File: src/pps_pkg.sv
// Shared types, codes and constants for the pick-and-place sequencer.
// No dependencies; pps_cfg_regs, pps_seq and the top level import this package.
`timescale 1ns / 1ps
`default_nettype none

package pps_pkg;

    // Configuration register indexes
    localparam int CFG_IDX_W = 3;
    localparam logic [CFG_IDX_W-1:0] CFG_PHASE_TIME = 3'd0;
    localparam logic [CFG_IDX_W-1:0] CFG_CLAW_TIME  = 3'd1;
    localparam logic [CFG_IDX_W-1:0] CFG_SORT_COL   = 3'd2;
    localparam logic [CFG_IDX_W-1:0] CFG_PRED_ROT   = 3'd3;
    localparam logic [CFG_IDX_W-1:0] CFG_PRED_DIST  = 3'd4;
    localparam int CFG_DATA_W = 16;

    // Build-time defaults
    localparam int GRID_CELLS     = 9;
    localparam int TIME_BITS_DEF  = 32;

    // Task machine codes
    localparam logic [1:0] T_WAIT = 2'd0;
    localparam logic [1:0] T_PICK = 2'd1;
    localparam logic [1:0] T_READ = 2'd2;
    localparam logic [1:0] T_SORT = 2'd3;

    // Move machine codes
    localparam logic [2:0] M_IDLE = 3'd0;
    localparam logic [2:0] M_ROT  = 3'd1;
    localparam logic [2:0] M_ADV  = 3'd2;
    localparam logic [2:0] M_CLAW = 3'd3;
    localparam logic [2:0] M_RETR = 3'd4;
    localparam logic [2:0] M_FIN  = 3'd5;

    // Command bytes
    localparam logic [7:0] KEY_START = 8'h7A;  // 'z'
    localparam logic [7:0] KEY_PRED  = 8'h70;  // 'p'
    localparam logic [7:0] KEY_ONE   = 8'h31;  // '1'
    localparam logic [7:0] KEY_NINE  = 8'h39;  // '9'

    // Sort bins
    localparam logic [1:0] COL_YELLOW = 2'd1;
    localparam logic [1:0] COL_GREEN  = 2'd2;
    localparam logic [6:0] BIN_YELLOW_ROT = 7'd11;
    localparam logic [6:0] BIN_GREEN_ROT  = 7'd5;
    localparam logic [6:0] READ_POS       = 7'd100;

    // Duty scaling, thousandths of a percent
    localparam logic [13:0] ROT_GAIN    = 14'd92;
    localparam logic [13:0] ROT_OFFS    = 14'd4000;
    localparam logic [12:0] LIFT_GAIN   = 13'd12;
    localparam logic [12:0] LIFT_OFFS   = 13'd1900;
    localparam logic [12:0] LIFT_RAISED = 13'd4900;
    localparam logic [12:0] REACH_GAIN  = 13'd28;
    localparam logic [12:0] REACH_OFFS  = 13'd3700;
    localparam logic [12:0] REACH_RAISED = 13'd6500;
    localparam logic [13:0] CLAW_OPEN   = 14'd11500;
    localparam logic [13:0] CLAW_CLOSED = 14'd2000;
    localparam logic [13:0] HOME_ROT    = 14'd9612;   // rotation 61

    typedef struct packed {
        logic [31:0] now_ms;
        logic        key_valid;
        logic [7:0]  key_byte;
    } item_t;

    typedef struct packed {
        logic        arm_update;
        logic [13:0] rot_duty;
        logic [12:0] lift_duty;
        logic [12:0] reach_duty;
        logic        claw_update;
        logic [13:0] claw_duty;
        logic [1:0]  task_phase;
        logic [2:0]  move_phase;
    } result_t;

    typedef struct packed {
        logic [15:0] phase_time_ms;
        logic [15:0] claw_time_ms;
        logic [1:0]  sort_colour;
        logic [6:0]  pred_rot;
        logic [6:0]  pred_dist;
    } cfg_t;

    typedef struct packed {
        logic [6:0] rot;
        logic [6:0] reach;
    } pos_t;

    // Grid pick-up points, cells 1..9; anything else maps to cell 1
    function automatic pos_t grid_pos(input logic [3:0] cell_no);
        pos_t p;
        unique case (cell_no)
            4'd2:    p = '{rot: 7'd38, reach: 7'd50};
            4'd3:    p = '{rot: 7'd38, reach: 7'd0};
            4'd4:    p = '{rot: 7'd61, reach: 7'd100};
            4'd5:    p = '{rot: 7'd61, reach: 7'd50};
            4'd6:    p = '{rot: 7'd61, reach: 7'd0};
            4'd7:    p = '{rot: 7'd80, reach: 7'd100};
            4'd8:    p = '{rot: 7'd80, reach: 7'd50};
            4'd9:    p = '{rot: 7'd80, reach: 7'd0};
            default: p = '{rot: 7'd38, reach: 7'd100};
        endcase
        return p;
    endfunction

endpackage

`default_nettype wire

File: src/pps_if.sv
// Valid/ready channel interfaces: input items, result items, register writes.
// Depends on nothing; payload widths follow the field definitions.
`timescale 1ns / 1ps
`default_nettype none

interface pps_in_if;
    logic        valid;
    logic        ready;
    logic [31:0] now_ms;
    logic        key_valid;
    logic [7:0]  key_byte;
    modport source (output valid, now_ms, key_valid, key_byte, input ready);
    modport sink   (input valid, now_ms, key_valid, key_byte, output ready);
endinterface

interface pps_out_if;
    logic        valid;
    logic        ready;
    logic        arm_update;
    logic [13:0] rot_duty;
    logic [12:0] lift_duty;
    logic [12:0] reach_duty;
    logic        claw_update;
    logic [13:0] claw_duty;
    logic [1:0]  task_phase;
    logic [2:0]  move_phase;
    modport source (output valid, arm_update, rot_duty, lift_duty, reach_duty,
                    claw_update, claw_duty, task_phase, move_phase, input ready);
    modport sink   (input valid, arm_update, rot_duty, lift_duty, reach_duty,
                    claw_update, claw_duty, task_phase, move_phase, output ready);
endinterface

interface pps_cfg_if;
    logic        valid;
    logic        ready;
    logic [2:0]  index;
    logic [15:0] data;
    modport source (output valid, index, data, input ready);
    modport sink   (input valid, index, data, output ready);
endinterface

`default_nettype wire

File: src/pps_cfg_regs.sv
// Configuration register file; always ready, writes land on a transfer.
// Depends on pps_pkg and pps_cfg_if.
`timescale 1ns / 1ps
`default_nettype none

module pps_cfg_regs (
    input  wire logic   clk,
    input  wire logic   rst_n,
    pps_cfg_if.sink     cfg,
    output pps_pkg::cfg_t regs
);
    import pps_pkg::*;

    cfg_t regs_reg;

    assign cfg.ready = 1'b1;
    assign regs      = regs_reg;

    // Register writes; unknown indexes are dropped
    always_ff @(posedge clk or negedge rst_n)
    begin
        if (!rst_n)
        begin
            regs_reg.phase_time_ms <= 16'd1000;
            regs_reg.claw_time_ms  <= 16'd500;
            regs_reg.sort_colour   <= COL_GREEN;
            regs_reg.pred_rot      <= 7'd61;
            regs_reg.pred_dist     <= 7'd50;
        end
        else if (cfg.valid)
        begin
            unique case (cfg.index)
                CFG_PHASE_TIME: regs_reg.phase_time_ms <= cfg.data;
                CFG_CLAW_TIME:  regs_reg.claw_time_ms  <= cfg.data;
                CFG_SORT_COL:   regs_reg.sort_colour   <= cfg.data[1:0];
                CFG_PRED_ROT:   regs_reg.pred_rot      <= cfg.data[6:0];
                CFG_PRED_DIST:  regs_reg.pred_dist     <= cfg.data[6:0];
                default:        ;
            endcase
        end
    end

endmodule

`default_nettype wire

File: src/pps_seq.sv
// Task and move state machines with servo duty scaling for one period.
// Depends on pps_pkg. State advances when step is high; result is combinational.
`timescale 1ns / 1ps
`default_nettype none

module pps_seq #(
    parameter int TIME_BITS = pps_pkg::TIME_BITS_DEF
) (
    input  wire logic     clk,
    input  wire logic     rst_n,
    input  wire logic     step,
    input  pps_pkg::item_t item,
    input  pps_pkg::cfg_t  cfg,
    output pps_pkg::result_t res
);
    import pps_pkg::*;

    // State registers
    logic [1:0]           task_reg, task_next;
    logic [1:0]           prev_task_reg, prev_task_next;
    logic [2:0]           move_reg, move_next;
    logic [TIME_BITS-1:0] pstart_reg, pstart_next;
    logic                 start_pend_reg, start_pend_next;
    logic                 move_req_reg, move_req_next;
    logic                 move_done_reg, move_done_next;
    logic                 claw_due_reg, claw_due_next;
    logic                 claw_open_reg, claw_open_next;
    logic                 sel_mode_reg, sel_mode_next;
    logic [3:0]           sel_cell_reg, sel_cell_next;
    logic                 act_mode_reg, act_mode_next;
    logic [3:0]           act_cell_reg, act_cell_next;

    logic [TIME_BITS-1:0] now_t;
    logic [TIME_BITS-1:0] elapsed;
    logic                 phase_up;
    logic                 claw_up;
    logic [3:0]           digit;
    pos_t                 tgt;
    logic                 has_tgt;

    assign now_t    = TIME_BITS'(item.now_ms);
    assign elapsed  = now_t - pstart_reg;
    assign phase_up = elapsed >= TIME_BITS'(cfg.phase_time_ms);
    assign claw_up  = elapsed >= TIME_BITS'(cfg.claw_time_ms);
    assign digit    = item.key_byte[3:0];

    // Command byte, task step, then move step
    always_comb
    begin
        task_next       = task_reg;
        prev_task_next  = prev_task_reg;
        move_next       = move_reg;
        pstart_next     = pstart_reg;
        start_pend_next = start_pend_reg;
        move_req_next   = move_req_reg;
        move_done_next  = move_done_reg;
        claw_due_next   = claw_due_reg;
        claw_open_next  = claw_open_reg;
        sel_mode_next   = sel_mode_reg;
        sel_cell_next   = sel_cell_reg;
        act_mode_next   = act_mode_reg;
        act_cell_next   = act_cell_reg;

        // command byte
        if (item.key_valid)
        begin
            priority if (item.key_byte == KEY_START)
            begin
                start_pend_next = 1'b1;
            end
            else if (item.key_byte >= KEY_ONE && item.key_byte <= KEY_NINE &&
                     32'(digit) <= 32'(GRID_CELLS))
            begin
                sel_cell_next = digit;
                sel_mode_next = 1'b1;
            end
            else if (item.key_byte == KEY_PRED)
            begin
                sel_mode_next = 1'b0;
            end
        end

        // task machine
        unique case (task_reg)
            T_WAIT:
            begin
                if (start_pend_next)
                begin
                    start_pend_next = 1'b0;
                    move_req_next   = 1'b1;
                    prev_task_next  = T_SORT;
                    task_next       = T_PICK;
                    move_done_next  = 1'b0;
                    claw_due_next   = 1'b1;
                    act_mode_next   = sel_mode_next;
                    if (sel_mode_next)
                        act_cell_next = sel_cell_next;
                end
            end
            T_PICK, T_READ:
            begin
                if (move_done_reg)
                begin
                    move_done_next = 1'b0;
                    move_req_next  = 1'b1;
                    prev_task_next = task_reg;
                    if (task_reg == T_READ)
                        claw_due_next = 1'b1;
                    task_next = task_reg + 2'd1;
                end
            end
            default:
            begin
                if (move_done_reg)
                begin
                    move_done_next = 1'b0;
                    prev_task_next = task_reg;
                    task_next      = T_WAIT;
                end
            end
        endcase

        // move machine
        unique case (move_reg)
            M_IDLE:
            begin
                if (move_req_next)
                begin
                    prev_task_next = task_next;
                    move_req_next  = 1'b0;
                    move_next      = M_ROT;
                    pstart_next    = now_t;
                end
            end
            M_ROT:
            begin
                if (phase_up)
                begin
                    move_next   = M_ADV;
                    pstart_next = now_t;
                end
            end
            M_ADV:
            begin
                if (phase_up)
                begin
                    pstart_next = now_t;
                    if (claw_due_next)
                    begin
                        move_next      = M_CLAW;
                        claw_open_next = !claw_open_reg;
                        claw_due_next  = 1'b0;
                    end
                    else
                    begin
                        move_next = M_RETR;
                    end
                end
            end
            M_CLAW:
            begin
                if (claw_up)
                begin
                    pstart_next = now_t;
                    move_next   = M_RETR;
                end
            end
            M_RETR:
            begin
                if (phase_up)
                begin
                    move_done_next = 1'b1;
                    move_next      = M_FIN;
                end
            end
            default:
            begin
                if (prev_task_next != task_next)
                    move_next = M_IDLE;
            end
        endcase
    end

    // Target position of the new task
    always_comb
    begin
        tgt     = '{rot: 7'd0, reach: 7'd0};
        has_tgt = 1'b0;
        unique case (task_next)
            T_PICK:
            begin
                has_tgt = 1'b1;
                if (act_mode_next)
                    tgt = grid_pos(act_cell_next);
                else
                    tgt = '{rot: cfg.pred_rot, reach: cfg.pred_dist};
            end
            T_READ:
            begin
                has_tgt = 1'b1;
                tgt     = '{rot: READ_POS, reach: READ_POS};
            end
            T_SORT:
            begin
                if (cfg.sort_colour == COL_YELLOW)
                begin
                    has_tgt = 1'b1;
                    tgt     = '{rot: BIN_YELLOW_ROT, reach: 7'd0};
                end
                else if (cfg.sort_colour == COL_GREEN)
                begin
                    has_tgt = 1'b1;
                    tgt     = '{rot: BIN_GREEN_ROT, reach: 7'd0};
                end
            end
            default: ;
        endcase
    end

    // Servo duties from the new state
    always_comb
    begin
        res = '0;
        res.task_phase = task_next;
        res.move_phase = move_next;
        if (move_next == M_ROT || move_next == M_ADV ||
            (move_next == M_RETR && task_next != T_READ))
        begin
            if (has_tgt)
            begin
                res.arm_update = 1'b1;
                res.rot_duty   = 14'(tgt.rot) * ROT_GAIN + ROT_OFFS;
                if (move_next == M_ADV)
                begin
                    res.lift_duty  = 13'(tgt.reach) * LIFT_GAIN + LIFT_OFFS;
                    res.reach_duty = 13'(tgt.reach) * REACH_GAIN + REACH_OFFS;
                end
                else
                begin
                    res.lift_duty  = LIFT_RAISED;
                    res.reach_duty = REACH_RAISED;
                end
            end
        end
        else if (move_next == M_CLAW)
        begin
            res.claw_update = 1'b1;
            res.claw_duty   = claw_open_next ? CLAW_OPEN : CLAW_CLOSED;
        end

        // home pose overrides all servo duties while waiting
        if (task_next == T_WAIT)
        begin
            res.arm_update  = 1'b1;
            res.rot_duty    = HOME_ROT;
            res.lift_duty   = LIFT_RAISED;
            res.reach_duty  = REACH_RAISED;
            res.claw_update = 1'b1;
            res.claw_duty   = CLAW_OPEN;
        end
    end

    // State update on each processed period
    always_ff @(posedge clk or negedge rst_n)
    begin
        if (!rst_n)
        begin
            task_reg       <= T_WAIT;
            prev_task_reg  <= T_WAIT;
            move_reg       <= M_IDLE;
            pstart_reg     <= '0;
            start_pend_reg <= 1'b0;
            move_req_reg   <= 1'b0;
            move_done_reg  <= 1'b0;
            claw_due_reg   <= 1'b0;
            claw_open_reg  <= 1'b1;
            sel_mode_reg   <= 1'b0;
            sel_cell_reg   <= 4'd1;
            act_mode_reg   <= 1'b0;
            act_cell_reg   <= 4'd1;
        end
        else if (step)
        begin
            task_reg       <= task_next;
            prev_task_reg  <= prev_task_next;
            move_reg       <= move_next;
            pstart_reg     <= pstart_next;
            start_pend_reg <= start_pend_next;
            move_req_reg   <= move_req_next;
            move_done_reg  <= move_done_next;
            claw_due_reg   <= claw_due_next;
            claw_open_reg  <= claw_open_next;
            sel_mode_reg   <= sel_mode_next;
            sel_cell_reg   <= sel_cell_next;
            act_mode_reg   <= act_mode_next;
            act_cell_reg   <= act_cell_next;
        end
    end

endmodule

`default_nettype wire

File: src/pick_place_sequencer.sv
// Top level of the pick-and-place sequencer: input register, sequencer, result register.
// Depends on pps_pkg, pps_if, pps_cfg_regs and pps_seq.
`timescale 1ns / 1ps
`default_nettype none

// Each input transfer is one control period (timestamp plus optional command
// byte) and yields exactly one result transfer with the servo duties written
// in that period and the task and move phases. Throughput is one item per
// clock while result.ready holds; items pass the input register, then the
// result register, with the whole period step done in the logic between them.
// The input side keeps accepting while a result waits, and stalls only when
// both registers are full. Register writes are taken at any time on the cfg
// channel (always ready) but should be made while the block is idle. TIME_BITS
// sets the width of the phase timer; elapsed time wraps modulo 2^TIME_BITS.

module pick_place_sequencer #(
    parameter int TIME_BITS = pps_pkg::TIME_BITS_DEF
) (
    input  wire logic clk,
    input  wire logic rst_n,
    pps_in_if.sink    item,
    pps_out_if.source result,
    pps_cfg_if.sink   cfg
);
    import pps_pkg::*;

    logic    item_vld_reg;
    item_t   item_reg;
    logic    res_vld_reg;
    result_t res_reg;
    cfg_t    regs;
    result_t res_comb;
    logic    advance;

    // A held item moves on when the result register is free or draining
    assign advance    = item_vld_reg && (!res_vld_reg || result.ready);
    assign item.ready = !item_vld_reg || advance;

    pps_cfg_regs u_cfg (
        .clk   (clk),
        .rst_n (rst_n),
        .cfg   (cfg),
        .regs  (regs)
    );

    pps_seq #(
        .TIME_BITS (TIME_BITS)
    ) u_seq (
        .clk   (clk),
        .rst_n (rst_n),
        .step  (advance),
        .item  (item_reg),
        .cfg   (regs),
        .res   (res_comb)
    );

    // Valid flags
    always_ff @(posedge clk or negedge rst_n)
    begin
        if (!rst_n)
        begin
            item_vld_reg <= 1'b0;
            res_vld_reg  <= 1'b0;
        end
        else
        begin
            if (item.ready)
                item_vld_reg <= item.valid;
            if (advance)
                res_vld_reg <= 1'b1;
            else if (result.ready)
                res_vld_reg <= 1'b0;
        end
    end

    // Payload registers
    always_ff @(posedge clk)
    begin
        if (item.valid && item.ready)
        begin
            item_reg.now_ms    <= item.now_ms;
            item_reg.key_valid <= item.key_valid;
            item_reg.key_byte  <= item.key_byte;
        end
        if (advance)
            res_reg <= res_comb;
    end

    // Result channel
    assign result.valid       = res_vld_reg;
    assign result.arm_update  = res_reg.arm_update;
    assign result.rot_duty    = res_reg.rot_duty;
    assign result.lift_duty   = res_reg.lift_duty;
    assign result.reach_duty  = res_reg.reach_duty;
    assign result.claw_update = res_reg.claw_update;
    assign result.claw_duty   = res_reg.claw_duty;
    assign result.task_phase  = res_reg.task_phase;
    assign result.move_phase  = res_reg.move_phase;

endmodule

`default_nettype wire
File: src/flat_wrapper.sv
// flat-port wrapper written by rule: the top's interface ports become plain ports
module pick_place_sequencer_flat import pps_pkg::*;
#(
    parameter int TIME_BITS = pps_pkg::TIME_BITS_DEF
)
  (clk, rst_n, item_valid, item_now_ms, item_key_valid, item_key_byte, item_ready, result_valid, result_arm_update, result_rot_duty, result_lift_duty, result_reach_duty, result_claw_update, result_claw_duty, result_task_phase, result_move_phase, result_ready, cfg_valid, cfg_index, cfg_data, cfg_ready);
  pps_in_if item_i ();
  pps_out_if result_i ();
  pps_cfg_if cfg_i ();
  input  wire logic clk;
  input  wire logic rst_n;
  input wire logic [$bits(item_i.valid)-1:0] item_valid;
  input wire logic [$bits(item_i.now_ms)-1:0] item_now_ms;
  input wire logic [$bits(item_i.key_valid)-1:0] item_key_valid;
  input wire logic [$bits(item_i.key_byte)-1:0] item_key_byte;
  output wire logic [$bits(item_i.ready)-1:0] item_ready;
  output wire logic [$bits(result_i.valid)-1:0] result_valid;
  output wire logic [$bits(result_i.arm_update)-1:0] result_arm_update;
  output wire logic [$bits(result_i.rot_duty)-1:0] result_rot_duty;
  output wire logic [$bits(result_i.lift_duty)-1:0] result_lift_duty;
  output wire logic [$bits(result_i.reach_duty)-1:0] result_reach_duty;
  output wire logic [$bits(result_i.claw_update)-1:0] result_claw_update;
  output wire logic [$bits(result_i.claw_duty)-1:0] result_claw_duty;
  output wire logic [$bits(result_i.task_phase)-1:0] result_task_phase;
  output wire logic [$bits(result_i.move_phase)-1:0] result_move_phase;
  input wire logic [$bits(result_i.ready)-1:0] result_ready;
  input wire logic [$bits(cfg_i.valid)-1:0] cfg_valid;
  input wire logic [$bits(cfg_i.index)-1:0] cfg_index;
  input wire logic [$bits(cfg_i.data)-1:0] cfg_data;
  output wire logic [$bits(cfg_i.ready)-1:0] cfg_ready;
  assign item_i.valid = item_valid;
  assign item_i.now_ms = item_now_ms;
  assign item_i.key_valid = item_key_valid;
  assign item_i.key_byte = item_key_byte;
  assign item_ready = item_i.ready;
  assign result_valid = result_i.valid;
  assign result_arm_update = result_i.arm_update;
  assign result_rot_duty = result_i.rot_duty;
  assign result_lift_duty = result_i.lift_duty;
  assign result_reach_duty = result_i.reach_duty;
  assign result_claw_update = result_i.claw_update;
  assign result_claw_duty = result_i.claw_duty;
  assign result_task_phase = result_i.task_phase;
  assign result_move_phase = result_i.move_phase;
  assign result_i.ready = result_ready;
  assign cfg_i.valid = cfg_valid;
  assign cfg_i.index = cfg_index;
  assign cfg_i.data = cfg_data;
  assign cfg_ready = cfg_i.ready;
  pick_place_sequencer #(.TIME_BITS(TIME_BITS)) u_core (.clk(clk), .rst_n(rst_n), .item(item_i), .result(result_i), .cfg(cfg_i));
endmodule
File: config.mk
export PLATFORM = sky130hd
export DESIGN_NAME = pick_place_sequencer_flat
export DESIGN_NICKNAME = d
export VERILOG_FILES = /design/src/pps_pkg.sv /design/src/pps_if.sv /design/src/pps_cfg_regs.sv /design/src/pps_seq.sv /design/src/pick_place_sequencer.sv /design/src/flat_wrapper.sv
export SDC_FILE = /design/constraint.sdc
export NUM_CORES = 1
export LEC_CHECK = 0
export BUFFER_PORTS_ARGS = -buffer_cell sky130_fd_sc_hd__clkbuf_2
export CORE_AREA = 4 4 237 239
export DETAILED_ROUTE_END_ITERATION = 10
export DIE_AREA = 0 0 241 243
export SYNTH_ARGS = -nofsm -noshare
export SYNTH_HDL_FRONTEND = slang
export SYNTH_HIERARCHICAL = 1
export SYNTH_SLANG_ARGS = --single-unit
File: constraint.sdc
create_clock -name clk -period 19.45 [get_ports clk]
set_clock_uncertainty 0.2 [all_clocks]
set_input_delay 4.8625 -clock clk [delete_from_list [all_inputs] [get_ports clk]]
set_output_delay 4.8625 -clock clk [all_outputs]
set_load 0.02 [all_outputs]
==> results of run 1 <==
## kinds of logic (layout without fill, tap and decap cells)
group                      count (synthesis)  after routing
adders and majority gates                137            137
AOI/OAI and AO/OA                        274            274
buffers and inverters                    183            308
other                                      2             10
muxes                                    103            103
xor gates and xnor gates                  56             56
DFF                                      206            206
and+or+nand+nor                          295            295
## per-stage QoR
step / area, um^2 / instances / setup slack, ns / total power (W) / hold WS [ns]
finish: 15500 / 2085 / 9.13 / 0.00290 / 0.296
global route: 15500 / 2085 / 9.10 / 0.00316 / 0.303
CTS: 15500 / 2085 / 9.13 / 0.00292 / 0.299
detailed placement: 14700 / 2037 / 9.13 / 0.00240 / 0.289
global placement: 14700 / 2037 / 9.13 / 0.00236 / 0.285
floorplan: 13400 / 1264 / 9.35 / 0.00201 / 0.272
## cell usage in the layout, fill, tap and decap left out, types with 39 or more instances in the layout
cell type	instances
a21oi_1	89
clkbuf_2	126
dfrtp_1	80
edfxtp_1	102
ha_1	120
inv_1	120
mux2_2	94
nand2_1	76
nor2_1	71
o21ai_0	39
## worst paths after layout
check                                      startpoint                     endpoint  slack [ns]  depth (start not counted)
hold / removal             u_core/u_seq/claw_open_reg   u_core/u_seq/claw_open_reg        0.30                          1
setup / recovery                         result_ready                   item_ready        9.13                          3
min in group asynchronous                       rst_n  u_core/u_seq/pstart_reg[29]        4.18                          1
hold reg to reg            u_core/u_seq/claw_open_reg   u_core/u_seq/claw_open_reg        0.30                          1
max in group asynchronous                       rst_n        u_core/u_cfg/regs[13]       13.70                          2
setup reg to reg                   u_core/item_reg[7]   u_core/result.rot_duty[13]       11.50                         27
## power breakdown
part	internal [W]	total, W	switching [W]
Clock	0.000294	0.000496	0.000202
Sequential	0.000622	0.000684	0.0000614
Combinational	0.000662	0.00172	0.00106
## final cells by class
class | count | area [um^2] | area share
clock buffers | 29 | 683 | 0.0440
repair buffers | 138 | 721 | 0.0464
multi-input cells | 875 | 6920 | 0.445
flip-flops and latches | 206 | 5700 | 0.367
well taps | 696 | 871 | 0.0560
inverters | 122 | 458 | 0.0295
clock inverters | 19 | 195 | 0.0126
## critical path: cells and delay by family
kind / cells / cell delay (ns)
buffers and inverters: 2 / 0.25
AND/OR/NAND/NOR: 1 / 0.15
## layer usage
layer	wire [um]	track usage
met3	1550	0.0178
met2	15200	0.183
met1	14800	0.144
met5	0	0
met4	988	0.0299
==> run_results.csv, run 1 <==
group,metric,value,unit
status,status,"finished clean",
global_route,grt_pass1_wl,51800,um
clock_network,clockBufferDepth,3,
worst_setup_path,critPathRequiredTime,14.39,ns
global_route,antenna_found_initial,1,
detailed_routing,first_pass_iters,6,
worst_setup_path,critPathArrivalTime,5.26,ns
yosys,synthMuxAreaShare,0.0864,
floorplanning,die_width,241,um
yosys,synth_edf_count,102,
detailed_routing,drt-total-wl,32500,um
final_layout,fin_nets,1571,
timing,tns,0,ns
yosys,synth_top_family_by_area,"adder cells",
placed_design,io_buffers,127,
clock_network,cts_made_buffers,26,
final_layout,drive_above_1_share,0.230,
yosys,yosys_warnings,6,
clock_network,cts.sinks,206,
clock_network,h-tree-depth,1,
yosys,synth_common_cells,"ha_1 (120), inv_1 (120), edfxtp_1 (102), mux2_2 (94), a21oi_1 (89)",
clock_network,cts_root_buf,"clkbuf_16",
power_and_ir_drop,vdd_drop_max,0.0913,mV
detailed_routing,wire_per_inst,15.6,um
timing,maxSlewViolCount,0,
global_route,grt_pass1_vias,9620,
timing,rsz0062_at_grt,"no",
timing,tightest_slew,1.12,ns
global_route,grt_max_degree,91,
worst_setup_path,critical_path.startpoint_type,"primary input",
placed_design,dpl.hpwl,24600,um
yosys,seq_area_frac_synth,0.427,
worst_setup_path,crit_type,"primary input to primary output",
worst_setup_path,cp_cell_sequence,"clkbuf_2 -> nand3b_4 -> clkbuf_2",
final_layout,diodes,0,
yosys,synth-xor-area-share,0.0379,
clock_network,clk_latency,0.55,ns
yosys,synth_fa_ha_area_frac,0.138,
timing,hold_viol,0,
clock_network,path_clk_slew,0.06,ns
timing,min_period_over_period,0.531,
floorplanning,std_cell_rows,85,
floorplanning,fp.dieArea,58600,um^2
global_route,global_route.usage.total,0.109,
timing,period_minus_slack,10.32,ns
yosys,synth-simple-area-share,0.115,
clock_network,cts_hold_buf,0,
job,maxCapViolations,0,
worst_setup_path,slowest_delay,0.16,ns
worst_setup_path,critPathSlowestCell,"clkbuf_2",
worst_setup_path,cp_max_fo,3,
yosys,synth_cell_types,74,
detailed_routing,viasPerCell,4.63,
worst_setup_path,cpMostUsedCell,"clkbuf_2",
detailed_routing,postRouteAntennaNets,0,
floorplanning,io_pins,129,
clock_network,post_cts_buffers,0,
detailed_routing,dr.first_iter.drc_count,439,
yosys,synthCells,1256,
hold_path,hp-class,"register to register",
final_layout,largest_reg_flops,48,
yosys,ys_ff_latch,206,
yosys,syn_area,13300,um^2
global_route,grt_overflow_total,0,
power_and_ir_drop,leakage,6.79,nW
detailed_routing,vias,9653,
timing,slew_headroom,0.243,
floorplanning,die_height,243,um
yosys,synth_area_per_cell,10.6,um^2
detailed_routing,drc,0,
floorplanning,coreArea,53800,um^2
clock_network,cts_tree,"yes",
power_and_ir_drop,p_per_area,186,nW/um^2
timing,fmax,0.0969,GHz
final_layout,final_core_util,0.289,
yosys,synth.area.top_cells,"edfxtp_1 (23%), dfrtp_1 (15%), ha_1 (11%)",
yosys,synth_ff_type,"edfxtp_1",
yosys,yosys.area.top_type,"edfxtp_1",
clock_network,ctsResizeCount,0,
final_layout,fillers,5582,
floorplanning,start_util,0.248,
timing,finalSetupViolations,0,
worst_setup_path,end_kind,"primary output",
placed_design,routabilityCongestion,0.870,
yosys,synth_compound_area_frac,0.136,
final_layout,syn2layout_area_growth,16.4,%
yosys,synth_top_area_share,0.229,
yosys,async_reset_ff_frac,0.505,
Note: power is estimated with default switching activity, not from simulation.
==> inputs of run 2 (changes only) <==
Clock period 19.45 ns to 8.5 ns, I/O delays scaled along.
==> run 2 against run 1 <==
  * Critical path depth increased by 24
  * Worst hold slack worse by 0.0016 ns
  * Total power up 130%
  * Setup slack got worse by 8.0 ns
  * Critical path type is now register to register
  * Largest cell class unchanged
==> run_results.csv, run 2 (synthesis gave the netlist of run 1 again) <==
group,metric,value,unit
status,status,"finished clean",
power_and_ir_drop,vdd_drop_max,0.243,mV
placed_design,routabilityCongestion,0.839,
final_layout,seq_area,5700,um^2
detailed_routing,drc,0,
detailed_routing,wire_per_inst,15.5,um
timing,tightest_slew,1.18,ns
detailed_routing,vias,9527,
floorplanning,die_width,241,um
placed_design,io_buffers,127,
clock_network,h-tree-depth,1,
worst_setup_path,end_kind,"register",
final_layout,syn2layout_area_growth,16.0,%
floorplanning,die_height,243,um
worst_setup_path,cp_max_fo,7,
detailed_routing,first_pass_iters,5,
job,maxCapViolations,0,
timing,finalSetupViolations,0,
final_layout,layout_commonest_cell,"clkbuf_2",
clock_network,ctsResizeCount,0,
final_layout,multiInputGateArea,6920,um^2
floorplanning,fp.dieArea,58600,um^2
detailed_routing,drt-total-wl,32400,um
detailed_routing,viasPerCell,4.58,
clock_network,cts.sinks,206,
floorplanning,io_pins,129,
hold_path,hp-start,"u_core/u_seq/claw_open_reg",
clock_network,cts_made_buffers,24,
hold_path,hp-class,"register to register",
worst_setup_path,critPathArrivalTime,7.58,ns
clock_network,cts_tree,"yes",
clock_network,clockBufferDepth,3,
worst_setup_path,critPathRequiredTime,8.67,ns
detailed_routing,postRouteAntennaNets,0,
clock_network,path_clk_slew,0.06,ns
global_route,grt_pass1_vias,9592,
power_and_ir_drop,p_per_area,423,nW/um^2
timing,rsz0062_at_grt,"no",
detailed_routing,dr.first_iter.drc_count,575,
worst_setup_path,rrSetupSlack,1.09,ns
worst_setup_path,critPathSlowestCell,"fa_1",
final_layout,fillers,5598,
worst_setup_path,crit_buf_inv,3,
global_route,global_route.usage.total,0.109,
timing,slew_headroom,0.204,
global_route,grt_pass1_wl,52200,um
global_route,grt_overflow_total,0,
timing,maxSlewViolCount,0,
worst_setup_path,r2r_end,"u_core/result.rot_duty[13]",
clock_network,cts_hold_buf,0,
worst_setup_path,critPathTopFamily,"compound AO/OA/AOI/OAI gates",
final_layout,largest_reg_flops,48,
final_layout,diodes,0,
clock_network,cts_root_buf,"clkbuf_16",
worst_setup_path,r2r_start,"u_core/item_reg[3]",
timing,hold_ws,0.294,ns
placed_design,dpl.hpwl,25100,um
global_route,grt_max_degree,78,
global_route,antenna_found_initial,0,
hold_path,hold_end,"u_core/u_seq/claw_open_reg",
final_layout,final_cell_mix,"clkbuf_2 (126), inv_1 (120), ha_1 (120)",
floorplanning,std_cell_rows,85,
clock_network,clk_latency,0.55,ns
power_and_ir_drop,leakage,6.78,nW
worst_setup_path,ff2ff_path_depth,27,
floorplanning,coreArea,53800,um^2
final_layout,fin_nets,1570,
final_layout,drive_above_1_share,0.229,
timing,hold_viol,0,
timing,period_minus_slack,7.41,ns
timing,min_period_over_period,0.872,
worst_setup_path,crit_type,"register to register",
hold_path,whs_path_depth,1,
timing,tns,0,ns
timing,fmax,0.135,GHz
worst_setup_path,critical_path.startpoint_type,"register",
clock_network,post_cts_buffers,0,
worst_setup_path,cpMostUsedCell,"o21ai_0",
worst_setup_path,slowest_delay,0.51,ns
floorplanning,start_util,0.248,
[run 2: final cells by class]
type                       instances  area share
multi-input combinational        875       0.447
sequential                       206       0.368
tap                              696      0.0563
timing repair buffer             139      0.0471
clock buffer                      33      0.0456
inverter                         122      0.0296
clock inverter                    11     0.00655
[run 2: worst register-to-register path: cells and delay by family, from the launching register on]
family	cells	cell delay (ns)
adder cells (fa/ha/maj)	5	1.83
buffers and inverters	3	0.30
multiplexers	1	0.47
AND/OR/NAND/NOR	7	1.35
flip-flops	1	0.43
XOR/XNOR	1	0.30
AO/OA/AOI/OAI	10	2.38
[run 2: where the power goes]
part | total (W) | switching, W | internal, W
Sequential | 0.00157 | 0.000142 | 0.00142
Clock | 0.00103 | 0.000419 | 0.000614
Combinational | 0.00394 | 0.00242 | 0.00152
Total | 0.00654 | 0.00298 | 0.00356
[run 2: metrics by stage]
stage / util / setup WS [ns] / cell area [um^2] / cells / power (W)
finish: 0.288 / 1.09 / 15500 / 2082 / 0.00654
detailed placement: 0.273 / 1.17 / 14700 / 2038 / 0.00552
CTS: 0.288 / 1.15 / 15500 / 2082 / 0.00660
floorplan: - / 1.95 / 13400 / 1264 / 0.00461
global placement: 0.273 / 1.47 / 14700 / 2038 / 0.00543
global route: 0.288 / 0.600 / 15500 / 2082 / 0.00715
[run 2: worst max-delay path by stage]
stage | cells after the start | start | to | slack, ns
2_1_floorplan | 27 | u_core/item_reg[3] | u_core/result.rot_duty[13] | 1.95
3_3_place_gp | 27 | u_core/item_reg[3] | u_core/result.rot_duty[13] | 1.47
3_5_place_dp | 27 | u_core/item_reg[3] | u_core/result.rot_duty[13] | 1.17
4_1_cts | 27 | u_core/item_reg[3] | u_core/result.rot_duty[13] | 1.15
5_1_grt | 28 | u_core/item_reg[3] | u_core/result.rot_duty[13] | 0.60
6_report | 27 | u_core/item_reg[3] | u_core/result.rot_duty[13] | 1.09
[run 2: routing by layer]
layer  track usage  share of wire
met3        0.0173          0.043
met4        0.0206          0.020
met1         0.149           0.47
met5             0              0
met2         0.182           0.47
